===== config.mk =====
export PLATFORM = sky130hd
export DESIGN_NAME = encoder_multiturn_velocity_unit_flat
export DESIGN_NICKNAME = d
export VERILOG_FILES = /design/src/emv_pkg.sv /design/src/emv_req_if.sv /design/src/emv_rsp_if.sv /design/src/encoder_multiturn_velocity_unit.sv /design/src/flat_wrapper.sv
export VERILOG_INCLUDE_DIRS = /design/src /design/src/src
export SDC_FILE = /design/constraint.sdc
export NUM_CORES = 2
export LEC_CHECK = 0
export BUFFER_PORTS_ARGS = -buffer_cell sky130_fd_sc_hd__buf_2
export CAP_MARGIN = 15
export CORE_ASPECT_RATIO = 0.75
export CORE_MARGIN = 1
export CORE_UTILIZATION = 57
export CTS_CLUSTER_SIZE = 24
export DETAILED_ROUTE_END_ITERATION = 8
export GPL_TIMING_DRIVEN = 0
export HOLD_SLACK_MARGIN = 0.08
export PLACE_DENSITY = 0.78
export SLEW_MARGIN = 0
export SYNTH_ARGS = -nofsm -noshare
export SYNTH_HDL_FRONTEND = slang
export SYNTH_SLANG_ARGS = --single-unit

===== constraint.sdc =====
create_clock -name clock -period 7.9 [get_ports clock]
set_input_delay 0.79 -clock clock [delete_from_list [all_inputs] [get_ports clock]]
set_output_delay 0.79 -clock clock [all_outputs]
set_load 0.005 [all_outputs]

===== src/encoder_multiturn_velocity_unit_macros.svh =====
// Assertion macros for the encoder multi-turn velocity unit.
// Expects signals named clock and reset in the module that uses them.
`ifndef ENCODER_MULTITURN_VELOCITY_UNIT_MACROS_SVH
`define ENCODER_MULTITURN_VELOCITY_UNIT_MACROS_SVH

// Check a consequence in the same cycle as its antecedent
`define EMV_ASSERT_NOW(label, ante, cons, msg) \
   label: assert property (@(posedge clock) disable iff (reset) (ante) |-> (cons)) \
      else $error(msg);

// Check a consequence in the cycle after its antecedent
`define EMV_ASSERT_NEXT(label, ante, cons, msg) \
   label: assert property (@(posedge clock) disable iff (reset) (ante) |=> (cons)) \
      else $error(msg);

`endif


===== src/emv_pkg.sv =====
// Shared widths, register indexes and constants for the encoder velocity unit.
// No dependencies; used by the channel interfaces and the top level.
package emv_pkg;

   // Field widths
   localparam int ANGLE_W  = 14;
   localparam int POS_W    = 32;
   localparam int WORD_W   = 16;
   localparam int STAMP_W  = 32;
   localparam int CSR_IDX_W = 3;
   localparam int CSR_DAT_W = 32;

   // Configuration register indexes
   localparam logic [CSR_IDX_W-1:0] REG_COUNTS_PER_REV  = 3'd0;
   localparam logic [CSR_IDX_W-1:0] REG_WRAP_THRESHOLD  = 3'd1;
   localparam logic [CSR_IDX_W-1:0] REG_INTERVAL_MAX    = 3'd2;
   localparam logic [CSR_IDX_W-1:0] REG_INTERVAL_DFLT   = 3'd3;
   localparam logic [CSR_IDX_W-1:0] REG_FIX_POS_LOW     = 3'd4;
   localparam logic [CSR_IDX_W-1:0] REG_FIX_HIGH        = 3'd5;
   localparam logic [CSR_IDX_W-1:0] REG_FIX_NEG_LOW     = 3'd6;

   // Reset values of the configuration registers
   localparam logic [14:0] CPR_RESET       = 15'd16384;
   localparam logic [14:0] WRAP_RESET      = 15'd13107;
   localparam logic [31:0] IVL_MAX_RESET   = 32'd500000;
   localparam logic [19:0] IVL_DFLT_RESET  = 20'd100;
   localparam logic [15:0] FIX_POS_RESET   = 16'd13768;
   localparam logic [15:0] FIX_HIGH_RESET  = 16'd21591;
   localparam logic [15:0] FIX_NEG_RESET   = 16'd11160;

   // Microseconds per second, multiplied in one bit per cycle
   localparam int             MUL_K_W = 20;
   localparam logic [MUL_K_W-1:0] MUL_K = 20'd1000000;

endpackage


===== src/emv_req_if.sv =====
// Input channel of the encoder velocity unit: one sample word and its timestamp.
// Depends on emv_pkg for field widths.
interface emv_req_if import emv_pkg::*; ();
   logic                 valid;
   logic                 ready;
   logic [WORD_W-1:0]    sample_word;
   logic [STAMP_W-1:0]   timestamp_us;

   modport source (output valid, output sample_word, output timestamp_us, input ready);
   modport sink   (input valid, input sample_word, input timestamp_us, output ready);
endinterface


===== src/emv_rsp_if.sv =====
// Result channel of the encoder velocity unit: angle, position, velocity and flags.
// Depends on emv_pkg for field widths.
interface emv_rsp_if import emv_pkg::*; ();
   logic                     valid;
   logic                     ready;
   logic        [ANGLE_W-1:0] angle_counts;
   logic signed [POS_W-1:0]   position_counts;
   logic signed [31:0]        velocity_cps;
   logic                      parity_ok;
   logic                      no_magnet;
   logic        [31:0]        interval_us;

   modport source (output valid, output angle_counts, output position_counts,
                   output velocity_cps, output parity_ok, output no_magnet,
                   output interval_us, input ready);
   modport sink   (input valid, input angle_counts, input position_counts,
                   input velocity_cps, input parity_ok, input no_magnet,
                   input interval_us, output ready);
endinterface


===== src/encoder_multiturn_velocity_unit.sv =====
// Multi-turn encoder position and velocity unit: sequencer, bit-serial multiply, divider.
// Depends on emv_pkg, emv_req_if, emv_rsp_if and the assertion macro header.
//
//   channel   direction  handshake         contents
//   req_chan  in         valid / ready     sample_word, timestamp_us
//   rsp_chan  out        valid / ready     angle, position, velocity, flags, interval
//   csr_*     in         csr_we only       register index and write data
//
// Each item passes through 6 setup steps, 20 steps of the bit-serial multiply by one
// million, the saturation check and, when the velocity does not saturate, 31 steps
// of the radix-2 divider, then the result step.
// One item is in work at a time; req_chan.ready is high while the sequencer is idle,
// also while a finished result waits in the output register.
// A stalled rsp_chan holds the sequencer in its last step until the register frees.
// Reset is synchronous and restores the register defaults and the tracking state.
`include "encoder_multiturn_velocity_unit_macros.svh"

module encoder_multiturn_velocity_unit import emv_pkg::*; (
   input  logic                 clock,
   input  logic                 reset,
   emv_req_if.sink              req_chan,
   emv_rsp_if.source            rsp_chan,
   input  logic                 csr_we,
   input  logic [CSR_IDX_W-1:0] csr_index,
   input  logic [CSR_DAT_W-1:0] csr_wdata
);

   // Sequencer steps
   localparam logic [3:0] S_IDLE  = 4'd0;
   localparam logic [3:0] S_FRONT = 4'd1;
   localparam logic [3:0] S_POS   = 4'd2;
   localparam logic [3:0] S_DELTA = 4'd3;
   localparam logic [3:0] S_FIX1  = 4'd4;
   localparam logic [3:0] S_FIX2  = 4'd5;
   localparam logic [3:0] S_MAG   = 4'd6;
   localparam logic [3:0] S_MUL   = 4'd7;
   localparam logic [3:0] S_CHK   = 4'd8;
   localparam logic [3:0] S_DIV   = 4'd9;
   localparam logic [3:0] S_DONE  = 4'd10;

   localparam logic [4:0] MUL_LAST = 5'(MUL_K_W - 1);
   localparam logic [4:0] DIV_LAST = 5'd30;

   // Configuration registers
   logic [14:0] cpr_ff;
   logic [14:0] wrap_thr_ff;
   logic [31:0] ivl_max_ff;
   logic [19:0] ivl_dflt_ff;
   logic [15:0] fix_pos_low_ff;
   logic [15:0] fix_high_ff;
   logic [15:0] fix_neg_low_ff;

   // Tracking state
   logic [ANGLE_W-1:0] angle_now_ff, angle_now_in;
   logic [ANGLE_W-1:0] angle_last_ff, angle_last_in;
   logic               magnet_ff, magnet_in;
   logic [POS_W-1:0]   turn_ff, turn_in;
   logic [POS_W-1:0]   pos_last_ff, pos_last_in;
   logic [31:0]        time_last_ff, time_last_in;
   logic               primed_ff, primed_in;

   // Sequencer and work registers
   logic [3:0]          state_ff, state_in;
   logic [4:0]          cnt_ff, cnt_in;
   logic [WORD_W-1:0]   word_ff, word_in;
   logic [31:0]         stamp_ff, stamp_in;
   logic                ok_ff, ok_in;
   logic                first_ff, first_in;
   logic [POS_W-1:0]    pos_ff, pos_in;
   logic [31:0]         dt_ff, dt_in;
   logic signed [33:0]  delta_ff, delta_in;
   logic                neg_ff, neg_in;
   logic [32:0]         mag_ff, mag_in;
   logic [MUL_K_W-1:0]  kbits_ff, kbits_in;
   logic [51:0]         prod_ff, prod_in;
   logic [30:0]         low_ff, low_in;
   logic [31:0]         rem_ff, rem_in;
   logic [30:0]         quo_ff, quo_in;
   logic                sat_ff, sat_in;

   // Output register
   logic                     out_valid_ff, out_valid_in;
   logic [ANGLE_W-1:0]       out_angle_ff, out_angle_in;
   logic [POS_W-1:0]         out_pos_ff, out_pos_in;
   logic [31:0]              out_vel_ff, out_vel_in;
   logic                     out_ok_ff, out_ok_in;
   logic                     out_mag_ff, out_mag_in;
   logic [31:0]              out_ivl_ff, out_ivl_in;

   // Combinational helpers
   logic                 accept;
   logic                 out_free;
   logic                 parity_even;
   logic [ANGLE_W-1:0]   angle_sel;
   logic signed [15:0]   jump;
   logic signed [15:0]   wrap_thr_s;
   logic                 stamp_gt;
   logic [19:0]          dflt;
   logic signed [32:0]   delta_raw;
   logic signed [33:0]   fix_pos_low_s, fix_high_s, fix_neg_low_s, cpr_s;
   logic [32:0]          trial;
   logic [32:0]          trial_diff;
   logic                 trial_ge;
   logic [31:0]          quo_ext;

   assign accept   = req_chan.valid && req_chan.ready;
   assign out_free = !out_valid_ff || rsp_chan.ready;

   assign parity_even = ~(^word_ff);
   assign angle_sel   = parity_even ? word_ff[WORD_W-1 -: ANGLE_W] : angle_now_ff;
   assign jump        = $signed({2'b00, angle_sel}) - $signed({2'b00, angle_last_ff});
   assign wrap_thr_s  = $signed({1'b0, wrap_thr_ff});
   assign stamp_gt    = stamp_ff > time_last_ff;
   assign dflt        = (ivl_dflt_ff == 20'd0) ? 20'd1 : ivl_dflt_ff;
   assign delta_raw   = $signed({pos_ff[POS_W-1], pos_ff})
                        - $signed({pos_last_ff[POS_W-1], pos_last_ff});

   assign fix_pos_low_s = $signed({18'd0, fix_pos_low_ff});
   assign fix_high_s    = $signed({18'd0, fix_high_ff});
   assign fix_neg_low_s = $signed({18'd0, fix_neg_low_ff});
   assign cpr_s         = $signed({19'd0, cpr_ff});

   assign trial      = {rem_ff, low_ff[30]};
   assign trial_diff = trial - {1'b0, dt_ff};
   assign trial_ge   = trial >= {1'b0, dt_ff};
   assign quo_ext    = {1'b0, quo_ff};

   // Sequencer: advance one step per cycle, hold in the last step while the output is full
   always_comb begin
      state_in      = state_ff;
      cnt_in        = cnt_ff;
      word_in       = word_ff;
      stamp_in      = stamp_ff;
      ok_in         = ok_ff;
      first_in      = first_ff;
      pos_in        = pos_ff;
      dt_in         = dt_ff;
      delta_in      = delta_ff;
      neg_in        = neg_ff;
      mag_in        = mag_ff;
      kbits_in      = kbits_ff;
      prod_in       = prod_ff;
      low_in        = low_ff;
      rem_in        = rem_ff;
      quo_in        = quo_ff;
      sat_in        = sat_ff;
      angle_now_in  = angle_now_ff;
      angle_last_in = angle_last_ff;
      magnet_in     = magnet_ff;
      turn_in       = turn_ff;
      pos_last_in   = pos_last_ff;
      time_last_in  = time_last_ff;
      primed_in     = primed_ff;
      out_valid_in  = out_valid_ff && !rsp_chan.ready;
      out_angle_in  = out_angle_ff;
      out_pos_in    = out_pos_ff;
      out_vel_in    = out_vel_ff;
      out_ok_in     = out_ok_ff;
      out_mag_in    = out_mag_ff;
      out_ivl_in    = out_ivl_ff;

      case (state_ff)
         S_IDLE: begin
            // take the next item
            if (accept) begin
               word_in  = req_chan.sample_word;
               stamp_in = req_chan.timestamp_us;
               state_in = S_FRONT;
            end
         end
         S_FRONT: begin
            // load angle and flag from a good sample, count a revolution on a large jump
            ok_in         = parity_even;
            angle_now_in  = angle_sel;
            angle_last_in = angle_sel;
            if (parity_even) begin
               magnet_in = word_ff[1];
            end
            if (jump > wrap_thr_s || -jump > wrap_thr_s) begin
               if (jump > 16'sd0) begin
                  turn_in = turn_ff - {17'd0, cpr_ff};
               end else begin
                  turn_in = turn_ff + {17'd0, cpr_ff};
               end
            end
            // elapsed time, wrapping past the top of the counter
            dt_in    = stamp_ff - time_last_ff - {31'd0, ~stamp_gt};
            state_in = S_POS;
         end
         S_POS: begin
            // form position, replace an unusable interval by the default
            pos_in   = turn_ff + {{(POS_W-ANGLE_W){1'b0}}, angle_now_ff};
            first_in = !primed_ff;
            if (!primed_ff || dt_ff == 32'd0 || dt_ff > ivl_max_ff) begin
               dt_in = {12'd0, dflt};
            end
            state_in = S_DELTA;
         end
         S_DELTA: begin
            delta_in     = {delta_raw[32], delta_raw};
            pos_last_in  = pos_ff;
            time_last_in = stamp_ff;
            primed_in    = 1'b1;
            state_in     = S_FIX1;
         end
         S_FIX1: begin
            // drop one revolution from a change just short of a positive turn
            if (delta_ff > fix_pos_low_s && delta_ff < fix_high_s) begin
               delta_in = delta_ff - cpr_s;
            end
            state_in = S_FIX2;
         end
         S_FIX2: begin
            // add one revolution to a change just short of a negative turn
            if (delta_ff > -fix_high_s && delta_ff < -fix_neg_low_s) begin
               delta_in = delta_ff + cpr_s;
            end
            state_in = S_MAG;
         end
         S_MAG: begin
            // split into sign and magnitude; the first item moves nothing
            neg_in = delta_ff[33] && !first_ff;
            if (first_ff) begin
               mag_in = 33'd0;
            end else if (delta_ff[33]) begin
               mag_in = 33'(-delta_ff);
            end else begin
               mag_in = delta_ff[32:0];
            end
            prod_in  = 52'd0;
            kbits_in = MUL_K;
            cnt_in   = MUL_LAST;
            state_in = S_MUL;
         end
         S_MUL: begin
            // shift-add one bit of the constant per cycle, most significant first
            prod_in  = {prod_ff[50:0], 1'b0} + (kbits_ff[MUL_K_W-1] ? {19'd0, mag_ff} : 52'd0);
            kbits_in = {kbits_ff[MUL_K_W-2:0], 1'b0};
            cnt_in   = cnt_ff - 5'd1;
            if (cnt_ff == 5'd0) begin
               state_in = S_CHK;
            end
         end
         S_CHK: begin
            // a quotient of 2^31 or more saturates; skip the divider then
            sat_in = {11'd0, prod_ff[51:31]} >= dt_ff;
            rem_in = {11'd0, prod_ff[51:31]};
            low_in = prod_ff[30:0];
            quo_in = 31'd0;
            cnt_in = DIV_LAST;
            if ({11'd0, prod_ff[51:31]} >= dt_ff) begin
               state_in = S_DONE;
            end else begin
               state_in = S_DIV;
            end
         end
         S_DIV: begin
            // restoring division, one quotient bit per cycle
            if (trial_ge) begin
               rem_in = trial_diff[31:0];
            end else begin
               rem_in = trial[31:0];
            end
            quo_in = {quo_ff[29:0], trial_ge};
            low_in = {low_ff[29:0], 1'b0};
            cnt_in = cnt_ff - 5'd1;
            if (cnt_ff == 5'd0) begin
               state_in = S_DONE;
            end
         end
         S_DONE: begin
            // load the result once the output register is free
            if (out_free) begin
               out_valid_in = 1'b1;
               out_angle_in = angle_now_ff;
               out_pos_in   = pos_ff;
               out_ok_in    = ok_ff;
               out_mag_in   = magnet_ff;
               out_ivl_in   = dt_ff;
               if (sat_ff) begin
                  out_vel_in = neg_ff ? 32'h8000_0000 : 32'h7FFF_FFFF;
               end else begin
                  out_vel_in = neg_ff ? (32'd0 - quo_ext) : quo_ext;
               end
               state_in = S_IDLE;
            end
         end
         default: begin
            state_in = S_IDLE;
         end
      endcase
   end

   // Control and tracking state
   always_ff @(posedge clock) begin
      if (reset) begin
         state_ff      <= S_IDLE;
         out_valid_ff  <= 1'b0;
         angle_now_ff  <= '0;
         angle_last_ff <= '0;
         magnet_ff     <= 1'b0;
         turn_ff       <= '0;
         pos_last_ff   <= '0;
         time_last_ff  <= '0;
         primed_ff     <= 1'b0;
      end else begin
         state_ff      <= state_in;
         out_valid_ff  <= out_valid_in;
         angle_now_ff  <= angle_now_in;
         angle_last_ff <= angle_last_in;
         magnet_ff     <= magnet_in;
         turn_ff       <= turn_in;
         pos_last_ff   <= pos_last_in;
         time_last_ff  <= time_last_in;
         primed_ff     <= primed_in;
      end
   end

   // Work and output payload registers
   always_ff @(posedge clock) begin
      cnt_ff       <= cnt_in;
      word_ff      <= word_in;
      stamp_ff     <= stamp_in;
      ok_ff        <= ok_in;
      first_ff     <= first_in;
      pos_ff       <= pos_in;
      dt_ff        <= dt_in;
      delta_ff     <= delta_in;
      neg_ff       <= neg_in;
      mag_ff       <= mag_in;
      kbits_ff     <= kbits_in;
      prod_ff      <= prod_in;
      low_ff       <= low_in;
      rem_ff       <= rem_in;
      quo_ff       <= quo_in;
      sat_ff       <= sat_in;
      out_angle_ff <= out_angle_in;
      out_pos_ff   <= out_pos_in;
      out_vel_ff   <= out_vel_in;
      out_ok_ff    <= out_ok_in;
      out_mag_ff   <= out_mag_in;
      out_ivl_ff   <= out_ivl_in;
   end

   // Configuration writes; unknown indexes are dropped
   always_ff @(posedge clock) begin
      if (reset) begin
         cpr_ff         <= CPR_RESET;
         wrap_thr_ff    <= WRAP_RESET;
         ivl_max_ff     <= IVL_MAX_RESET;
         ivl_dflt_ff    <= IVL_DFLT_RESET;
         fix_pos_low_ff <= FIX_POS_RESET;
         fix_high_ff    <= FIX_HIGH_RESET;
         fix_neg_low_ff <= FIX_NEG_RESET;
      end else if (csr_we) begin
         case (csr_index)
            REG_COUNTS_PER_REV: cpr_ff         <= csr_wdata[14:0];
            REG_WRAP_THRESHOLD: wrap_thr_ff    <= csr_wdata[14:0];
            REG_INTERVAL_MAX:   ivl_max_ff     <= csr_wdata;
            REG_INTERVAL_DFLT:  ivl_dflt_ff    <= csr_wdata[19:0];
            REG_FIX_POS_LOW:    fix_pos_low_ff <= csr_wdata[15:0];
            REG_FIX_HIGH:       fix_high_ff    <= csr_wdata[15:0];
            REG_FIX_NEG_LOW:    fix_neg_low_ff <= csr_wdata[15:0];
            default: begin
            end
         endcase
      end
   end

   // Channel ports
   assign req_chan.ready           = (state_ff == S_IDLE);
   assign rsp_chan.valid           = out_valid_ff;
   assign rsp_chan.angle_counts    = out_angle_ff;
   assign rsp_chan.position_counts = $signed(out_pos_ff);
   assign rsp_chan.velocity_cps    = $signed(out_vel_ff);
   assign rsp_chan.parity_ok       = out_ok_ff;
   assign rsp_chan.no_magnet       = out_mag_ff;
   assign rsp_chan.interval_us     = out_ivl_ff;

   // Checks
   `EMV_ASSERT_NEXT(a_accept_starts, accept, state_ff == S_FRONT, "accepted item did not start")
   `EMV_ASSERT_NOW(a_rem_below_dt, state_ff == S_DIV, rem_ff < dt_ff, "divider remainder not below interval")
   `EMV_ASSERT_NEXT(a_done_holds, state_ff == S_DONE && out_valid_ff && !rsp_chan.ready, state_ff == S_DONE, "result step left while output full")
   `EMV_ASSERT_NOW(a_interval_nonzero, out_valid_ff, out_ivl_ff != 32'd0, "zero interval reported")

endmodule


===== src/flat_wrapper.sv =====
// flat-port wrapper written by rule: the top's interface ports become plain ports
module encoder_multiturn_velocity_unit_flat import emv_pkg::*;
  (clock, reset, csr_we, csr_index, csr_wdata, req_chan_valid, req_chan_sample_word, req_chan_timestamp_us, req_chan_ready, rsp_chan_valid, rsp_chan_angle_counts, rsp_chan_position_counts, rsp_chan_velocity_cps, rsp_chan_parity_ok, rsp_chan_no_magnet, rsp_chan_interval_us, rsp_chan_ready);
  emv_req_if req_chan_i ();
  emv_rsp_if rsp_chan_i ();
  input  logic clock;
  input  logic reset;
  input  logic csr_we;
  input  logic [CSR_IDX_W-1:0] csr_index;
  input  logic [CSR_DAT_W-1:0] csr_wdata;
  input wire logic [$bits(req_chan_i.valid)-1:0] req_chan_valid;
  input wire logic [$bits(req_chan_i.sample_word)-1:0] req_chan_sample_word;
  input wire logic [$bits(req_chan_i.timestamp_us)-1:0] req_chan_timestamp_us;
  output wire logic [$bits(req_chan_i.ready)-1:0] req_chan_ready;
  output wire logic [$bits(rsp_chan_i.valid)-1:0] rsp_chan_valid;
  output wire logic [$bits(rsp_chan_i.angle_counts)-1:0] rsp_chan_angle_counts;
  output wire logic [$bits(rsp_chan_i.position_counts)-1:0] rsp_chan_position_counts;
  output wire logic [$bits(rsp_chan_i.velocity_cps)-1:0] rsp_chan_velocity_cps;
  output wire logic [$bits(rsp_chan_i.parity_ok)-1:0] rsp_chan_parity_ok;
  output wire logic [$bits(rsp_chan_i.no_magnet)-1:0] rsp_chan_no_magnet;
  output wire logic [$bits(rsp_chan_i.interval_us)-1:0] rsp_chan_interval_us;
  input wire logic [$bits(rsp_chan_i.ready)-1:0] rsp_chan_ready;
  assign req_chan_i.valid = req_chan_valid;
  assign req_chan_i.sample_word = req_chan_sample_word;
  assign req_chan_i.timestamp_us = req_chan_timestamp_us;
  assign req_chan_ready = req_chan_i.ready;
  assign rsp_chan_valid = rsp_chan_i.valid;
  assign rsp_chan_angle_counts = rsp_chan_i.angle_counts;
  assign rsp_chan_position_counts = rsp_chan_i.position_counts;
  assign rsp_chan_velocity_cps = rsp_chan_i.velocity_cps;
  assign rsp_chan_parity_ok = rsp_chan_i.parity_ok;
  assign rsp_chan_no_magnet = rsp_chan_i.no_magnet;
  assign rsp_chan_interval_us = rsp_chan_i.interval_us;
  assign rsp_chan_i.ready = rsp_chan_ready;
  encoder_multiturn_velocity_unit u_core (.clock(clock), .reset(reset), .req_chan(req_chan_i), .rsp_chan(rsp_chan_i), .csr_we(csr_we), .csr_index(csr_index), .csr_wdata(csr_wdata));
endmodule

# Word-level counts from Yosys, hierarchy flattened
# Cells that the tools add are included.
# W data, S select, Z words.
# word_totals
reg_bits	713
word_cells	157
inputBits	88
output_inout_bits	114
# classes
magnitude_cmp	11
n_bitwise	2
addsub	17
mux	28
n_reduce_logical	39
n_eq_ne	23
# ops
cell	count
$mux W32	6
$pmux W32 S2	2
$pmux W31 S2	2
$pmux W52 S2	1
$pmux W34 S3	1
$mux W34	2
$neg A16 Y34	2
$mux W33	2
$gt A32 B32 Y1	2
$sub A32 B32 Y32	2
$add A52 B52 Y52	1
$pmux W4 S11	1
$pmux W20 S2	1
$add A34 B16 Y34	1
$gt A34 B17 Y1	1
$gt A34 B34 Y1	1
$lt A34 B17 Y1	1
$lt A34 B34 Y1	1
$sub A34 B16 Y34	1
$ge A33 B32 Y1	1
$neg A33 Y33	1
$sub A32 B32 Y33	1
$add A32 B14 Y32	1
$add A32 B15 Y32	1
40 further kinds	84

# Longest topological paths before layout
# depth
depth_word	7
mapped_depth	34
mapped_depth_nobuf	31

# Worst setup path after synthesis
# No wires, ideal clock.
# synth_timing
path_type	register to register
from	register u_core.word_ff[8]
to	register u_core.turn_ff[28]
path_stages_with_launch	33
path_buffers	3
arrival_time_ns	7.441
t_required_ns	7.838
slack_ns	0.397
period_less_slack_ns	7.503
setup_ns	0.062
cell_sequence	edfxtp_1 -> xor2_1 -> xnor2_1 -> xnor2_1 -> xnor2_1 -> clkbuf_1 -> mux2i_1 -> ha_1 -> fa_1 -> nand2b_1 -> a211oi_4 -> o211ai_1 -> a2111o_1 -> or4b_4 -> a2111oi_4 -> buf_2 -> or2_2 -> clkbuf_1 -> a21oi_1 -> xnor2_1 -> ha_1 -> and2_1 -> o21ai_0 -> nand3_1 -> a31o_2 -> a311o_1 -> a21oi_1 -> o31ai_1 -> a31o_1 -> a21oi_2 -> nor2_1 -> or4_1 -> nand3_1
# synth_via
elab_chain_len	7
word_cells_on_any_way	10
cone_classes	add/sub: 2; order compare: 3; mux: 2; reduce/logical: 3
# synth_rtl
element	line_no	text
start, declared	encoder_multiturn_velocity_unit.sv:65	logic [WORD_W-1:0] word_ff, word_in;
start signal, assigned	encoder_multiturn_velocity_unit.sv:322	word_ff <= word_in;
$reduce_xor A16 Y1	encoder_multiturn_velocity_unit.sv:109	assign parity_even = ~(^word_ff);
$mux W14 *	encoder_multiturn_velocity_unit.sv:110	assign angle_sel = parity_even ? word_ff[WORD_W-1 -: ANGLE_W] : angle_now_ff;
$sub A14 B14 Y15 *	encoder_multiturn_velocity_unit.sv:111	assign jump = $signed({2'b00, angle_sel}) - $signed({2'b00, angle_last_ff});
$neg A16 Y16	encoder_multiturn_velocity_unit.sv:179	if (jump > wrap_thr_s || -jump > wrap_thr_s) begin
$gt A16 B16 Y1	encoder_multiturn_velocity_unit.sv:179	
$logic_or A1 B1 Y1	encoder_multiturn_velocity_unit.sv:179	
$reduce_and A2 Y1 (no line)	--	
end signal, assigned	encoder_multiturn_velocity_unit.sv:312	turn_ff <= turn_in;
end, declared	encoder_multiturn_velocity_unit.sv:57	logic [POS_W-1:0] turn_ff, turn_in;
# Every way passes the cells marked *; elsewhere a longest branch is shown, timed or not.
# A chain may end at the register's enable or synchronous reset.

# Worst setup path after layout
# layout_timing
from	register u_core.word_ff[12]
to	register u_core.turn_ff[28]
# Same word-level chain as after synthesis.

==> flow_metrics.py <==
metrics = {
    "global_route": {
        "grt_max_degree": 65,
        "antenna_found_initial": 6,
        "grtUsageTotal_pct": 30.3,
        "overflow": 0,
        "grt_pass1_wl_mm": 195,
        "first_global_vias": 35400,
    },
    "setup_path": {
        "required_ps": 8490,
        "critPathCapture": "u_core.turn_ff[28]",
        "ff2ff_path_depth": 31,
        "path_max_fanout": 10,
        "r2r_slack_ps": 200,
        "worst-setup-path-type": "flip-flop to flip-flop",
        "crit_slowest_cell": "or4b_4",
        "worstReg2RegEnd": "u_core.turn_ff[28]",
        "worst_setup_path_end_kind": "flip-flop",
        "cp_slowest_stage_delay_ps": 560,
        "cp_data_arrival_time_ps": 8290,
        "cp-startpoint": "u_core.word_ff[12]",
        "cp-start-kind": "flip-flop",
        "r2r-start": "u_core.word_ff[12]",
        "crit_top_cell": "xnor2_1",
    },
    "final_layout": {
        "largestRegisters": "u_core.prod_ff x52, u_core.delta_ff x34, u_core.mag_ff x33",
        "regArea_sq_um": 18800,
        "final_cells": 6383,
        "fillerInstances": 6282,
        "multiInputGateArea_sq_um": 24900,
        "largest_reg_flops": 52,
        "fin_util_pct": 64.4,
        "largest-register": "u_core.prod_ff",
        "layout.nets": 5839,
        "syn_to_final_growth_pct": 11.5,
        "drive_above_1_share_pct": 7.78,
    },
    "drt": {
        "avgViaCountPerCell": 6.02,
        "drc": 4,
        "routed_wl_mm": 126,
        "ant_nets": 0,
        "drt-initial-drc-count": 4133,
        "vias": 38400,
        "firstDrtPassIters": 8,
        "wl_per_cell_um": 19.7,
    },
    "clock_network": {
        "h-tree-depth": 3,
        "cts_tree": "built",
        "cts.hold.buffers_added": 0,
        "cts_inserted_buffers": 73,
        "cts-root-buf": "clkbuf_16",
        "path_clk_slew_ps": 60,
        "clock_path_buffers": 3,
        "clock_latency_ps": 660,
        "cts.sinks": 707,
    },
    "place": {
        "port_buffers": 200,
        "hpwl_mm": 94.7,
        "dp.cells": 6229,
        "gp_congestion": 0.975,
    },
    "sta": {
        "fmax_mhz": 130,
        "min_period_ps": 7700,
        "relSlewSlack_pct": 17.9,
        "timing.final.crit_share_pct": 97.5,
        "rsz0062_at_grt": "yes",
        "hold_violations": 0,
        "worst_pin_slew_ps": 1220,
        "slew_violations": 0,
        "fin_skew_ps": 43.9,
        "setup_viol": 0,
    },
    "floorplan": {
        "core_area_sq_um": 79000,
        "dieWidth_um": 329,
        "die_area_sq_um": 81200,
        "die_y_um": 247,
        "boundaryPins": 202,
        "rows": 89,
        "start_util_pct": 57.8,
    },
    "synth": {
        "yosys.area.top_type": "edfxtp_1",
        "synth_top_area_share_pct": 30.3,
        "synth_seq_cells": 707,
        "netlist_instances": 4974,
        "syn-cell-area_sq_um": 45600,
        "yosys_warnings": 0,
        "synth_fp_nets": 5539,
        "yosysSeqAreaShare_pct": 41.1,
        "async_flop_share_pct": 0,
        "synth_edf_count": 460,
        "synthTopCellsByArea": "edfxtp_1 30%, ha_1 13%, dfxtp_1 11%",
        "ys_types": 78,
        "synth_top_flop_cell": "edfxtp_1",
        "synth.avg_cell_area_sq_um": 9.17,
    },
    "run_status": {
        "status": "complete, but fails checks",
        "violations": "DRC",
    },
    "worst_hold_path": {
        "hp-class": "input port to flip-flop",
    },
    "job": {
        "cap_violations": 0,
    },
}
==> cells by family after synthesis <==
logic type                 synth area share (%)
xor gates and xnor gates                   5.70
DFF                                        41.1
and+or+nand+nor                            17.8
muxes                                      2.18
buffers and inverters                      4.55
AOI/OAI and AO/OA                          15.4
adders and majority gates                  13.2
==> layer usage <==
layer | up-vias | wire (um) | GRT usage, %
met5 | - | 69 | 0
met4 | 12 | 3960 | 9.47
met3 | 278 | 12400 | 5.84
met2 | 1727 | 52800 | 44.9
met1 | 18100 | 56600 | 44.3
li1 | 18300 | - | -
==> placed cells by master (no fill, tap or decap), drive strengths merged, types with 30 or more instances in the layout <==
master  synthesis  routed
dfxtp         247     247
a21oi         396     396
edfxtp        460     460
nand2b         51      51
o21bai         31      31
buf            12     240
or3            44      44
xnor2         170     170
nand4          63      63
and2           91      91
o21a           71      71
nand2         570     570
nor2b          73      73
inv           380     383
a211o          32      32
nor2          460     460
nor3           81      81
xor2          127     127
ha            468     468
and3           44      44
nand3          74      74
mux2i          98      98
nand3b         30      30
clkbuf        158     259
o21ai         238     238
a31oi          37      37
a21o          129     129
nor4           60      60
==> how the worst min path moves through the flow <==
stage | cells past startpoint | endpoint | from
6_report | 1 | u_core.stamp_ff[13] | req_chan_timestamp_us[13]
5_1_grt | 1 | u_core.stamp_ff[13] | req_chan_timestamp_us[13]
4_1_cts | 1 | u_core.stamp_ff[13] | req_chan_timestamp_us[13]
3_5_place_dp | 0 | u_core.rsp_chan.no_magnet | u_core.magnet_ff
3_3_place_gp | 0 | u_core.rsp_chan.no_magnet | u_core.magnet_ff
2_1_floorplan | 0 | u_core.rsp_chan.parity_ok | u_core.ok_ff
==> worst max-delay path, delay by kind of cell, from the launching register on <==
kind / cells / cell delay, ps
AOI/OAI and AO/OA: 11 / 2710
DFF: 1 / 450
muxes: 1 / 80
xor gates and xnor gates: 5 / 910
adders and majority gates: 3 / 1000
buffers and inverters: 3 / 520
and+or+nand+nor: 8 / 1950
==> what timing repair did <==
item	4_1_cts	5_1_grt
resized for setup	9	15
pin swaps	1	12
buffers inserted	1	16
setup endpoints to repair	20	20
==> through the flow <==
stage          worst slack, ps  area [sq um]  TNS, ps  hold slack (ps)
5_1_grt                   -214         50800     -793              303
2_1_floorplan              397         45600        0              400
3_3_place_gp              -833         47900    -7250              413
3_5_place_dp              -954         48200    -9520              427
6_report                   199         50800        0              317
4_1_cts                   17.3         50700        0              289
==> cell type report <==
type | instances | share of cell area [%]
multi-input cells | 3716 | 48.9
flip-flops and latches | 707 | 36.9
clock buffers | 104 | 4.16
inverters | 381 | 2.82
repair buffers | 226 | 2.60
well taps | 1046 | 2.57
plain buffers | 169 | 1.29
clock inverters | 32 | 0.723
diodes | 2 | 0.00984
==> cells in the mapped netlist, drive strengths merged, types with 31 or more instances <==
master,instances
edfxtp,460
nor2b,73
mux2i,98
xor2,127
a211o,32
xnor2,170
a31oi,37
a21oi,396
nand3,74
nand2b,51
dfxtp,247
ha,468
nor3,81
inv,380
nor4,60
o21ai,238
nand4,63
nor2,460
o21a,71
and2,91
or3,44
o21bai,31
a21o,129
and3,44
nand2,570
clkbuf,158
Power is not shown: default switching activity piles up to over one toggle a cycle in this logic, so the estimate is an artifact.
